--- config.mk ---
export PLATFORM = sky130hd
export DESIGN_NAME = utf8_validate_utf16_length_core
export DESIGN_NICKNAME = d
export VERILOG_FILES = /design/src/rtl/u8v_pkg.sv /design/src/rtl/u8v_front.sv /design/src/rtl/u8v_queue.sv /design/src/rtl/u8v_back.sv /design/src/rtl/utf8_validate_utf16_length_core.sv
export VERILOG_INCLUDE_DIRS = /design/src /design/src/rtl
export SDC_FILE = /design/constraint.sdc
export NUM_CORES = 1
export LEC_CHECK = 0
export BUFFER_PORTS_ARGS = -buffer_cell sky130_fd_sc_hd__buf_2
export CORE_UTILIZATION = 55
export DETAILED_ROUTE_END_ITERATION = 12
export PLACE_DENSITY = 0.8
export SLEW_MARGIN = 20
export SYNTH_ARGS = -nofsm -noshare
export SYNTH_HDL_FRONTEND = slang
export SYNTH_SLANG_ARGS = --single-unit
--- constraint.sdc ---
create_clock -name clk -period 21.3 [get_ports clk]
set_input_delay 0 -clock clk [delete_from_list [all_inputs] [get_ports clk]]
set_output_delay 0 -clock clk [all_outputs]
set_load 0.005 [all_outputs]
--- src/rtl/utf8_validate_utf16_length_core_defines.svh ---
// Assertion macros shared by the UTF-8 validator RTL.
`ifndef UTF8_VALIDATE_UTF16_LENGTH_CORE_DEFINES_SVH
`define UTF8_VALIDATE_UTF16_LENGTH_CORE_DEFINES_SVH

// Same-cycle implication, checked outside reset.
`define U8V_ASSERT_IMPLIES(label, clk, rst, ante, cons, msg) \
  label: assert property (@(posedge clk) disable iff (rst) (ante) |-> (cons)) \
    else $error(msg);

// Next-cycle implication, checked outside reset.
`define U8V_ASSERT_NEXT(label, clk, rst, ante, cons, msg) \
  label: assert property (@(posedge clk) disable iff (rst) (ante) |=> (cons)) \
    else $error(msg);

`endif

--- src/rtl/u8v_pkg.sv ---
// Package with shared types, byte classes and constants of the UTF-8 validator.
`timescale 1ns / 1ps
`default_nettype none
package u8v_pkg;

  localparam int COUNT_BITS_DEFAULT  = 32;
  localparam int QUEUE_DEPTH_DEFAULT = 4;
  localparam int OUT_BITS            = 32;

  // Byte thresholds used by the classifier.
  localparam logic [7:0] BYTE_FOLLOW_LO = 8'h80;
  localparam logic [7:0] BYTE_LEAD2_LO  = 8'hC0;
  localparam logic [7:0] BYTE_LEAD2_OK  = 8'hC2;
  localparam logic [7:0] BYTE_LEAD3_LO  = 8'hE0;
  localparam logic [7:0] BYTE_LEAD4_LO  = 8'hF0;
  localparam logic [7:0] BYTE_LEAD_END  = 8'hF5;
  localparam logic [7:0] BYTE_SURR_LEAD = 8'hED;
  localparam logic [7:0] BYTE_MAX_LEAD  = 8'hF4;
  localparam logic [7:0] BYTE_FOLLOW_A0 = 8'hA0;
  localparam logic [7:0] BYTE_FOLLOW_90 = 8'h90;

  // Byte kinds.
  localparam logic [2:0] KIND_ASCII   = 3'd0;
  localparam logic [2:0] KIND_LEAD2   = 3'd1;
  localparam logic [2:0] KIND_LEAD3   = 3'd2;
  localparam logic [2:0] KIND_LEAD4   = 3'd3;
  localparam logic [2:0] KIND_FOLLOW  = 3'd4;
  localparam logic [2:0] KIND_INVALID = 3'd5;

  // Lead bytes that restrict the range of the first follow byte.
  localparam logic [2:0] LEAD_PLAIN = 3'd0;
  localparam logic [2:0] LEAD_E0    = 3'd1;
  localparam logic [2:0] LEAD_ED    = 3'd2;
  localparam logic [2:0] LEAD_F0    = 3'd3;
  localparam logic [2:0] LEAD_F4    = 3'd4;

  typedef struct packed {
    logic [2:0] kind;
    logic [2:0] lead;
    logic       ge_a0;
    logic       ge_90;
    logic       last;
  } item_t;

  typedef struct packed {
    logic full;
    logic not_empty;
  } queue_status_t;

endpackage
`default_nettype wire

--- src/rtl/u8v_front.sv ---
// Front end: takes input bytes and classifies each one for the back end.
`timescale 1ns / 1ps
`default_nettype none
module u8v_front (
  input  wire logic                   push,
  input  wire logic [7:0]             data_byte,
  input  wire logic                   last_byte,
  input  wire u8v_pkg::queue_status_t q_status,
  output logic                        full,
  output logic                        wr_en,
  output u8v_pkg::item_t              wr_item
);
  import u8v_pkg::*;

  assign full  = q_status.full;
  assign wr_en = push && !q_status.full;

  always_comb begin
    wr_item.last  = last_byte;
    wr_item.ge_a0 = (data_byte >= BYTE_FOLLOW_A0);
    wr_item.ge_90 = (data_byte >= BYTE_FOLLOW_90);

    if (data_byte < BYTE_FOLLOW_LO) begin
      wr_item.kind = KIND_ASCII;
    end else if (data_byte < BYTE_LEAD2_LO) begin
      wr_item.kind = KIND_FOLLOW;
    end else if (data_byte < BYTE_LEAD2_OK) begin
      wr_item.kind = KIND_INVALID;
    end else if (data_byte < BYTE_LEAD3_LO) begin
      wr_item.kind = KIND_LEAD2;
    end else if (data_byte < BYTE_LEAD4_LO) begin
      wr_item.kind = KIND_LEAD3;
    end else if (data_byte < BYTE_LEAD_END) begin
      wr_item.kind = KIND_LEAD4;
    end else begin
      wr_item.kind = KIND_INVALID;
    end

    if (data_byte == BYTE_LEAD3_LO) begin
      wr_item.lead = LEAD_E0;
    end else if (data_byte == BYTE_SURR_LEAD) begin
      wr_item.lead = LEAD_ED;
    end else if (data_byte == BYTE_LEAD4_LO) begin
      wr_item.lead = LEAD_F0;
    end else if (data_byte == BYTE_MAX_LEAD) begin
      wr_item.lead = LEAD_F4;
    end else begin
      wr_item.lead = LEAD_PLAIN;
    end
  end

endmodule
`default_nettype wire

--- src/rtl/u8v_queue.sv ---
// Small queue of classified bytes between the front and the back end.
`timescale 1ns / 1ps
`default_nettype none
module u8v_queue #(
  parameter int QUEUE_DEPTH = u8v_pkg::QUEUE_DEPTH_DEFAULT
) (
  input  wire logic                   clk,
  input  wire logic                   rst,
  input  wire logic                   wr_en,
  input  wire u8v_pkg::item_t         wr_item,
  input  wire logic                   rd_en,
  output u8v_pkg::item_t              rd_item,
  output u8v_pkg::queue_status_t      q_status
);
  import u8v_pkg::*;

  localparam int PTR_BITS = (QUEUE_DEPTH > 1) ? $clog2(QUEUE_DEPTH) : 1;
  localparam int CNT_BITS = $clog2(QUEUE_DEPTH + 1);
  localparam logic [PTR_BITS-1:0] PTR_LAST = PTR_BITS'(QUEUE_DEPTH - 1);
  localparam logic [CNT_BITS-1:0] CNT_FULL = CNT_BITS'(QUEUE_DEPTH);

  item_t               slots [QUEUE_DEPTH];
  logic [PTR_BITS-1:0] wr_ptr;
  logic [PTR_BITS-1:0] rd_ptr;
  logic [CNT_BITS-1:0] count;
  logic                do_wr;
  logic                do_rd;

  assign q_status.full      = (count == CNT_FULL);
  assign q_status.not_empty = (count != '0);
  assign do_wr   = wr_en && !q_status.full;
  assign do_rd   = rd_en && q_status.not_empty;
  assign rd_item = slots[rd_ptr];

  always_ff @(posedge clk) begin
    if (do_wr) begin
      slots[wr_ptr] <= wr_item;
    end
  end

  always_ff @(posedge clk) begin
    if (rst) begin
      wr_ptr <= '0;
      rd_ptr <= '0;
      count  <= '0;
    end else begin
      if (do_wr) begin
        wr_ptr <= (wr_ptr == PTR_LAST) ? '0 : wr_ptr + 1'b1;
      end
      if (do_rd) begin
        rd_ptr <= (rd_ptr == PTR_LAST) ? '0 : rd_ptr + 1'b1;
      end
      if (do_wr && !do_rd) begin
        count <= count + 1'b1;
      end else if (do_rd && !do_wr) begin
        count <= count - 1'b1;
      end
    end
  end

endmodule
`default_nettype wire

--- src/rtl/u8v_back.sv ---
// Back end: sequence checking, saturating counts and the result register.
`timescale 1ns / 1ps
`default_nettype none
module u8v_back #(
  parameter int COUNT_BITS = u8v_pkg::COUNT_BITS_DEFAULT
) (
  input  wire logic                          clk,
  input  wire logic                          rst,
  input  wire logic                          q_valid,
  input  wire u8v_pkg::item_t                q_item,
  output logic                               q_rd,
  input  wire logic                          pop,
  output logic                               empty,
  output logic [u8v_pkg::OUT_BITS-1:0]       bytes_translated,
  output logic [u8v_pkg::OUT_BITS-1:0]       words_out,
  output logic                               all_valid
);
  import u8v_pkg::*;

  localparam int WIDE_BITS = (COUNT_BITS > OUT_BITS) ? COUNT_BITS : OUT_BITS;
  localparam logic [WIDE_BITS-1:0] OUT_MAX = WIDE_BITS'({OUT_BITS{1'b1}});

  logic [1:0]            follow_left, follow_left_next;
  logic [2:0]            seq_len, seq_len_next;
  logic [2:0]            lead, lead_next;
  logic                  stopped, stopped_next;
  logic [COUNT_BITS-1:0] byte_count, byte_count_next;
  logic [COUNT_BITS-1:0] word_count, word_count_next;
  logic                  out_valid;

  logic                  take;
  logic                  first_ok;
  logic                  do_count;
  logic [2:0]            add_len;
  logic [COUNT_BITS:0]   byte_sum;
  logic [COUNT_BITS:0]   word_sum;
  logic [WIDE_BITS-1:0]  byte_wide;
  logic [WIDE_BITS-1:0]  word_wide;

  // A last byte may only enter when the result register is free or being drained.
  assign take  = q_valid && (!q_item.last || !out_valid || pop);
  assign q_rd  = take;
  assign empty = !out_valid;

  always_comb begin
    case (lead)
      LEAD_E0: first_ok = q_item.ge_a0;
      LEAD_ED: first_ok = !q_item.ge_a0;
      LEAD_F0: first_ok = q_item.ge_90;
      LEAD_F4: first_ok = !q_item.ge_90;
      default: first_ok = 1'b1;
    endcase
  end

  always_comb begin
    follow_left_next = follow_left;
    seq_len_next     = seq_len;
    lead_next        = lead;
    stopped_next     = stopped;
    do_count         = 1'b0;
    add_len          = 3'd1;

    if (take && !stopped) begin
      if (follow_left == 2'd0) begin
        case (q_item.kind)
          KIND_ASCII: begin
            do_count = 1'b1;
          end
          KIND_LEAD2: begin
            lead_next        = q_item.lead;
            seq_len_next     = 3'd2;
            follow_left_next = 2'd1;
          end
          KIND_LEAD3: begin
            lead_next        = q_item.lead;
            seq_len_next     = 3'd3;
            follow_left_next = 2'd2;
          end
          KIND_LEAD4: begin
            lead_next        = q_item.lead;
            seq_len_next     = 3'd4;
            follow_left_next = 2'd3;
          end
          default: begin
            stopped_next = 1'b1;
          end
        endcase
      end else if (q_item.kind != KIND_FOLLOW) begin
        stopped_next     = 1'b1;
        follow_left_next = 2'd0;
        seq_len_next     = 3'd0;
      end else if ((({1'b0, follow_left} + 3'd1) == seq_len) && !first_ok) begin
        stopped_next     = 1'b1;
        follow_left_next = 2'd0;
        seq_len_next     = 3'd0;
      end else begin
        follow_left_next = follow_left - 2'd1;
        if (follow_left == 2'd1) begin
          do_count     = 1'b1;
          add_len      = seq_len;
          seq_len_next = 3'd0;
        end
      end
    end

    byte_sum = {1'b0, byte_count} + (COUNT_BITS + 1)'(add_len);
    word_sum = {1'b0, word_count} + (COUNT_BITS + 1)'((add_len == 3'd4) ? 2'd2 : 2'd1);

    if (do_count) begin
      byte_count_next = byte_sum[COUNT_BITS] ? '1 : byte_sum[COUNT_BITS-1:0];
      word_count_next = word_sum[COUNT_BITS] ? '1 : word_sum[COUNT_BITS-1:0];
    end else begin
      byte_count_next = byte_count;
      word_count_next = word_count;
    end

    byte_wide = WIDE_BITS'(byte_count_next);
    word_wide = WIDE_BITS'(word_count_next);
  end

  always_ff @(posedge clk) begin
    if (rst) begin
      follow_left <= '0;
      seq_len     <= '0;
      lead        <= LEAD_PLAIN;
      stopped     <= 1'b0;
      byte_count  <= '0;
      word_count  <= '0;
      out_valid   <= 1'b0;
    end else begin
      if (take && q_item.last) begin
        // The buffer ends here: the state starts over for the next buffer.
        follow_left <= '0;
        seq_len     <= '0;
        lead        <= LEAD_PLAIN;
        stopped     <= 1'b0;
        byte_count  <= '0;
        word_count  <= '0;
        out_valid   <= 1'b1;
      end else begin
        follow_left <= follow_left_next;
        seq_len     <= seq_len_next;
        lead        <= lead_next;
        stopped     <= stopped_next;
        byte_count  <= byte_count_next;
        word_count  <= word_count_next;
        if (pop) begin
          out_valid <= 1'b0;
        end
      end
    end
  end

  always_ff @(posedge clk) begin
    if (take && q_item.last) begin
      bytes_translated <= (byte_wide > OUT_MAX) ? '1 : byte_wide[OUT_BITS-1:0];
      words_out        <= (word_wide > OUT_MAX) ? '1 : word_wide[OUT_BITS-1:0];
      all_valid        <= !stopped_next && (follow_left_next == 2'd0);
    end
  end

endmodule
`default_nettype wire

--- src/rtl/utf8_validate_utf16_length_core.sv ---
// Top level of the UTF-8 validator with UTF-16 length count.
// The block takes one byte of a UTF-8 buffer per cycle on a queue-style port and
// gives one result per buffer, on the byte marked last: the number of bytes in
// complete valid sequences before the first error or truncated tail, the UTF-16
// code units those bytes need (saturating counts) and a flag for a fully valid
// buffer. A new byte is accepted in every cycle while the internal queue has room;
// the back end handles each byte in its sequence state and counter update, which
// form the loop that sets that rate. An accepted last byte is written into the
// queue, and the back end loads the result register from it once that register is
// free or being popped; the result then stays on the ports until it is popped. Only
// a last byte waits for the result register to be drained, so a stall on the result
// side holds back input after the queue fills.
`timescale 1ns / 1ps
`default_nettype none
`include "utf8_validate_utf16_length_core_defines.svh"
module utf8_validate_utf16_length_core #(
  parameter int COUNT_BITS  = u8v_pkg::COUNT_BITS_DEFAULT,
  parameter int QUEUE_DEPTH = u8v_pkg::QUEUE_DEPTH_DEFAULT
) (
  input  wire logic                        clk,
  input  wire logic                        rst,
  input  wire logic                        push,
  output logic                             full,
  input  wire logic [7:0]                  data_byte,
  input  wire logic                        last_byte,
  output logic                             empty,
  input  wire logic                        pop,
  output logic [u8v_pkg::OUT_BITS-1:0]     bytes_translated,
  output logic [u8v_pkg::OUT_BITS-1:0]     words_out,
  output logic                             all_valid
);
  import u8v_pkg::*;

  queue_status_t q_status;
  item_t         wr_item;
  item_t         rd_item;
  logic          wr_en;
  logic          rd_en;
  logic          take_last;

  u8v_front u_front (
    .push      (push),
    .data_byte (data_byte),
    .last_byte (last_byte),
    .q_status  (q_status),
    .full      (full),
    .wr_en     (wr_en),
    .wr_item   (wr_item)
  );

  u8v_queue #(
    .QUEUE_DEPTH (QUEUE_DEPTH)
  ) u_queue (
    .clk      (clk),
    .rst      (rst),
    .wr_en    (wr_en),
    .wr_item  (wr_item),
    .rd_en    (rd_en),
    .rd_item  (rd_item),
    .q_status (q_status)
  );

  u8v_back #(
    .COUNT_BITS (COUNT_BITS)
  ) u_back (
    .clk              (clk),
    .rst              (rst),
    .q_valid          (q_status.not_empty),
    .q_item           (rd_item),
    .q_rd             (rd_en),
    .pop              (pop),
    .empty            (empty),
    .bytes_translated (bytes_translated),
    .words_out        (words_out),
    .all_valid        (all_valid)
  );

  assign take_last = rd_en && rd_item.last;

  // A result only appears after the back end has taken a last byte.
  `U8V_ASSERT_IMPLIES(a_result_from_last, clk, rst, (!empty && $past(empty)), $past(take_last), "result appeared without a last byte")
  // A last byte held back by a full result register stays in the queue.
  `U8V_ASSERT_NEXT(a_stalled_last_kept, clk, rst, (q_status.not_empty && rd_item.last && !empty && !pop), q_status.not_empty, "stalled last byte was lost")
  // Every sequence needs at least as many bytes as UTF-16 code units.
  `U8V_ASSERT_IMPLIES(a_words_le_bytes, clk, rst, !empty, (words_out <= bytes_translated), "word count exceeds byte count")

endmodule
`default_nettype wire

; Yosys cells after proc, flatten, opt, wreduce, memory -nomap -nowiden
; Memories as Yosys holds them, arrays and structs flattened. A register that Yosys moved wholly into a read port is not among the register bits.
; Cells that the tools add are included.
; Widths: inputs -> output; s select.
[op_classes]
shifts = 0
n_eq_ne = 19
bitwise_logic = 0
n_addsub = 8
div = 0
n_lt_le_gt_ge = 10
mul = 0
muxes = 52
n_reduce_logical = 34
[ops]
columns = cell, n
row1 = $mux 32, 4
row2 = $gt 32x32->1 const B, 2
row3 = $mux 3, 21
row4 = $lt 8x8->1 const B, 6
row5 = $add 32x3->33, 1
row6 = $add 32x33->33, 1
row7 = $eq 8x8->1 const B, 4
row8 = $mux 2, 9
row9 = $ge 8x8->1 const B, 2
row10 = $mux 1, 15
row11 = $eq 3x2->1 const B, 4
row12 = $logic_and 1x1->1, 10
row13 = $logic_not 1->1, 10
row14 = $eq 3x3->1 const B, 3
row15 = $pmux 3 s3, 1
row16 = $eq 3x1->1 const B, 2
row17 = $pmux 2 s3, 1
row18 = $reduce_and 3->1, 2
row19 = $add 2x1->2 const B, 2
row20 = $eq 2x2->1 const B, 2
row21 = $logic_not 2->1, 2
row22 = $ne 4x4->1 const B, 1
row23 = $pmux 1 s4, 1
row24 = $reduce_bool 2->1, 2
row25 = 14 further kinds, 15
[word_totals]
mem_bits_rw = 36
ff_bits = 146
latchBits = 0
wordCells = 137
n_memories = 1
mem_bits_ro = 0
output_inout_bits = 67
[mem_list]
columns = name, words, word_bits, read_ports, rd_ports_with_merged_regs, write_ports, line_no
row1 = u_queue.slots, 4, 9, 1, 1, 1, u8v_queue.sv:22  ; item_t slots [QUEUE_DEPTH];

; Depth between registers and ports, before layout
[logic_depth]
word_depth = 14
mapped_depth = 18
mapped_depth_nobuf = 17

; By module
; A second synthesis with hierarchy kept.
[hier_totals]
cells_unflattened = 748
area_unflattened_um2 = 8411.8
[modules_own_cells]
columns = mod, area_each_um2, cells_per_inst, instances, seq_area_each_um2
row1 = u8v_back, 6448.7, 626, 1, 3433.3
row2 = u8v_queue, 1813.0, 97, 1, 1261.2
row3 = u8v_front, 150.1, 25, 1, 0.0

; Least setup slack after synthesis
; OpenSTA, ideal clock, no wires.
[synth_timing]
path_type = register -> register
startpoint = register (tool-made name)
endpoint = register u_back.word_count[6]
arrival_time_ns = 7.158
path_buffers = 4
path_stages_with_launch = 11
t_required_ns = 21.164
synth_period_minus_slack_ns = 7.294
path_slack_ns = 14.006
cell_sequence = dfxtp_1 > buf_6 > mux2i_1 > a2bb2oi_2 > nand2b_1 > clkbuf_1 > a211oi_1 > or2_1 > buf_2 > clkbuf_1 > a211oi_1
[synth_rtl]
columns = element, line_no
row1 = to (signal assigned), u8v_back.sv:146  ; word_count <= word_count_next;
row2 = to (decl), u8v_back.sv:28  ; logic [COUNT_BITS-1:0] word_count, word_count_next;

==> key figures <==
Status
  – Status: finished clean

Logic synthesis
  – Synth Area in XOR/XNOR: 0.0456
  – Mapped Cells: 745
  – Synth area leader: edfxtp_1
  – Sequential fraction of the synthesis area: 0.555
  – Compound-Gate Fraction of Synth Area: 0.0981
  – Synth Net Count: 775
  – Mapped Area: 8460 sq um
  – EDFF count, synth: 101
  – Synth cell types: 66
  – Average cell area after synthesis: 11.4 sq um
  – Number of synthesis warnings: 0
  – Top cells by area, synth: edfxtp_1 (36%), dfxtp_1 (20%), nand2_1 (3.5%)
  – Synthesis-stage register bit count: 184
  – Fraction of registers with async set/reset: 0
  – Synth Flop Type: edfxtp_1
  – Synth top cells by count: edfxtp_1 (101), dfxtp_1 (83), nand2_1 (78)
  – Multiplexer share of the synthesized area: 0.0368
  – Count leader, synth: edfxtp_1
  – Synth top area share: 0.359
  – Adder-cell share of the synthesized area: 0.0278
  – Synth Area in Simple Gates: 0.202
  – Largest family of logic cells by synthesized area: simple AND/OR/NAND/NOR gates

Route
  – Post-Route WL: 17900 um
  – Final ANT Viol Nets: 0
  – WL/cell: 17.5 um
  – Vias: 6204
  – DRT Pass-1 Iters: 5
  – DRC Markers: 0
  – DRT iter0 DRCs: 490
  – Vias/cell: 6.08

Power and ir drop
  – PwrDens: 116 nW/um^2
  – Total Power: 1110 uW
  – Peak supply drop: 0.0799 mV
  – Static Leak: 0.00359 uW

Global routing
  – Vias in the first global route: 6145
  – GRT Total Usage: 0.233
  – Initial antenna violation count: 0
  – Gr ovfl total: 0
  – Largest net degree at the start of global routing: 68
  – First-pass GRT wire length: 29300 um

Finish
  – Antenna diodes: 0
  – Layout cells sized above 1: 0.203
  – Finished Cell Area: 9560 sq um
  – Fin nets: 854
  – Area delta synth->final: 13.0%
  – Fill cells: 1067
  – Non-Filler Instances: 1021

Worst setup path
  – CP Cell Sequence: mux2i_1 -> o22ai_1 -> o31ai_1 -> nand4_1 -> nor2_1 -> nand2_1 -> or3_1 -> fa_1 -> or2_2 -> nor3_2 -> a41oi_1 -> nor3_1
  – Crit Path Max Fanout: 13
  – CP arrival: 5280 ps
  – Critical Path Slowest Stage Cell: dfxtp_1
  – CP required: 21640 ps
  – Crit path buf inv count: 0
  – WS Path Type: flop to flop
  – Worst setup SP type: flop
  – Largest stage delay, worst path: 770 ps
  – Critical Path End Type: flop
  – Reg-to-reg slack, setup: 16360 ps
  – CP delay by family, top: simple AND/OR/NAND/NOR gates

Die
  – Rows: 44
  – Chip Width: 126 um
  – Initial core utilization: 0.573
  – Die Ht: 126 um
  – Core area: 14800 sq um
  – I/O Pins: 80
  – Die ar.: 15900 sq um

Timing
  – Slew @ Worst Pin: 956 ps
  – Fin crit share: 0.232
  – Clock skew: 11.3 ps
  – Fmax: 0.203 GHz
  – RSZ-0062 raised after global routing: false
  – Final max-slew violation count: 0
  – Hold Vio Cnt, Final: 0
  – Final Critical Period: 4940 ps
  – Worst slew margin: 0.361
  – TNS Setup: 0 ps
  – Setup Viol. Count Final: 0

Clock tree
  – CTS Sinks: 184
  – CTS buffer count: 17
  – Bufs on Longest Clock Path: 2
  – Clock transition at path regs: 70 ps
  – Clock Tree Root: clkbuf_16
  – TritonCTS clock tree: done
  – Clk_lat worst skew: 440 ps
  – H-Tree Depth: 4
  – CTS resizes: 0

Placed design
  – Port bufs: 79
  – Cell Area, Placed: 8930 sq um
  – Post-Place Cells: 979
  – Routability cong.: 0.908
  – Hpwl dp: 11800 um

Hold path
  – Hold crit path type: input port to flop

Flow run
  – Max-cap violations: 0
power breakdown:
group | total, uW | leakage (uW) | switching, uW | internal [uW]
clock network | 287 | 0.000256 | 137 | 150
logic | 320 | 0.00170 | 212 | 109
registers | 501 | 0.00163 | 36.7 | 464
total | 1110 | 0.00359 | 385 | 723
stage by stage:
stage / hold slack (ps) / util / setup slack [ps]
4_1_cts: 29.8 / 0.648 / 16420
6_report: 50.6 / 0.648 / 16360
3_3_place_gp: 210 / 0.605 / 16650
2_1_floorplan: 98.9 / - / 14010
5_1_grt: 53.2 / 0.648 / 15930
3_5_place_dp: 228 / 0.605 / 16440
worst register-to-register path, stage by stage (launching register included):
cell and delay, ps:
dfxtp_1 770, mux2i_1 370, o22ai_1 150, o31ai_1 480
nand4_1 340, nor2_1 210, nand2_1 100, or3_1 370
fa_1 500, or2_2 380, nor3_2 670, a41oi_1 270
nor3_1 250
sequential cells by signal (all words and copies together) (netlist names), named ones only:
register                 flops
u_back.bytes_translated     32
u_back.lead                  3
u_back.seq_len               3
u_back.byte_count           32
u_queue.count                3
u_back.word_count           32
u_back.out_valid             1
u_back.all_valid             1
u_back.stopped               1
u_queue.slots               36
u_queue.rd_ptr               2
u_back.follow_left           2
u_back.words_out            32
u_queue.wr_ptr               2
repair_timing:
| item | CTS | global route |
|---|---|---|
| buffers inserted | 0 | 0 |
| hold endpoints to repair | 34 | 0 |
| hold buffers | 10 | 0 |
cell type report:
class | count | area, sq um | area share
inverters | 20 | 75.1 | 0.00785
clock buffers | 19 | 433 | 0.0453
repair buffers | 95 | 541 | 0.0566
flip-flops and latches | 184 | 4690 | 0.491
multi-input cells | 506 | 3490 | 0.365
clock inverters | 13 | 98.8 | 0.0103
well taps | 184 | 230 | 0.0241
per-layer routing:
metal / GRT usage / part of all wire / vias up
li1: - / - / 2918
met1: 0.292 / 0.44 / 3004
met2: 0.381 / 0.48 / 238
met3: 0.0493 / 0.055 / 44
met4: 0.124 / 0.026 / 0
met5: 0 / 0 / -
cell families after synthesis:
logic type | after synthesis
AO/OA/AOI/OAI | 124
adder cells (fa/ha/maj) | 17
XOR/XNOR | 44
buffers and inverters | 55
multiplexers | 22
AND/OR/NAND/NOR | 299
flip-flops | 184
layout by cell type, fill, tap and decap left out, types with 7 or more instances in the layout:
cell type,Yosys,final
a211oi_1,10,9
a21oi_1,45,45
a21oi_2,12,12
a31oi_1,12,12
and2_1,18,18
and3_1,12,12
and4_1,7,7
buf_2,12,79
clkbuf_16,0,17
dfxtp_1,83,83
dlygate4sd3_1,0,10
edfxtp_1,101,101
ha_1,14,14
inv_1,20,20
mux2i_1,12,12
mux4_2,7,7
nand2_1,78,78
nand3_1,26,26
nand4_1,21,21
nor2_1,39,39
nor3_1,27,27
nor4_1,13,13
nor4_2,13,13
o21ai_0,14,14
xnor2_1,33,33
xor2_1,11,11
final timing paths:
| kind | start | endpoint | depth (start not counted) |
|---|---|---|---|
| worst max-delay path | flop | u_back.word_count[12] | 12 |
| worst min-delay path | data_byte[0] | u_queue.slots[2][4] | 3 |
| worst max register to register | flop | u_back.word_count[12] | 12 |
| worst min register to register | u_back.word_count[18] | u_back.word_count[18] | 1 |
(Power assumes the default switching activity.)
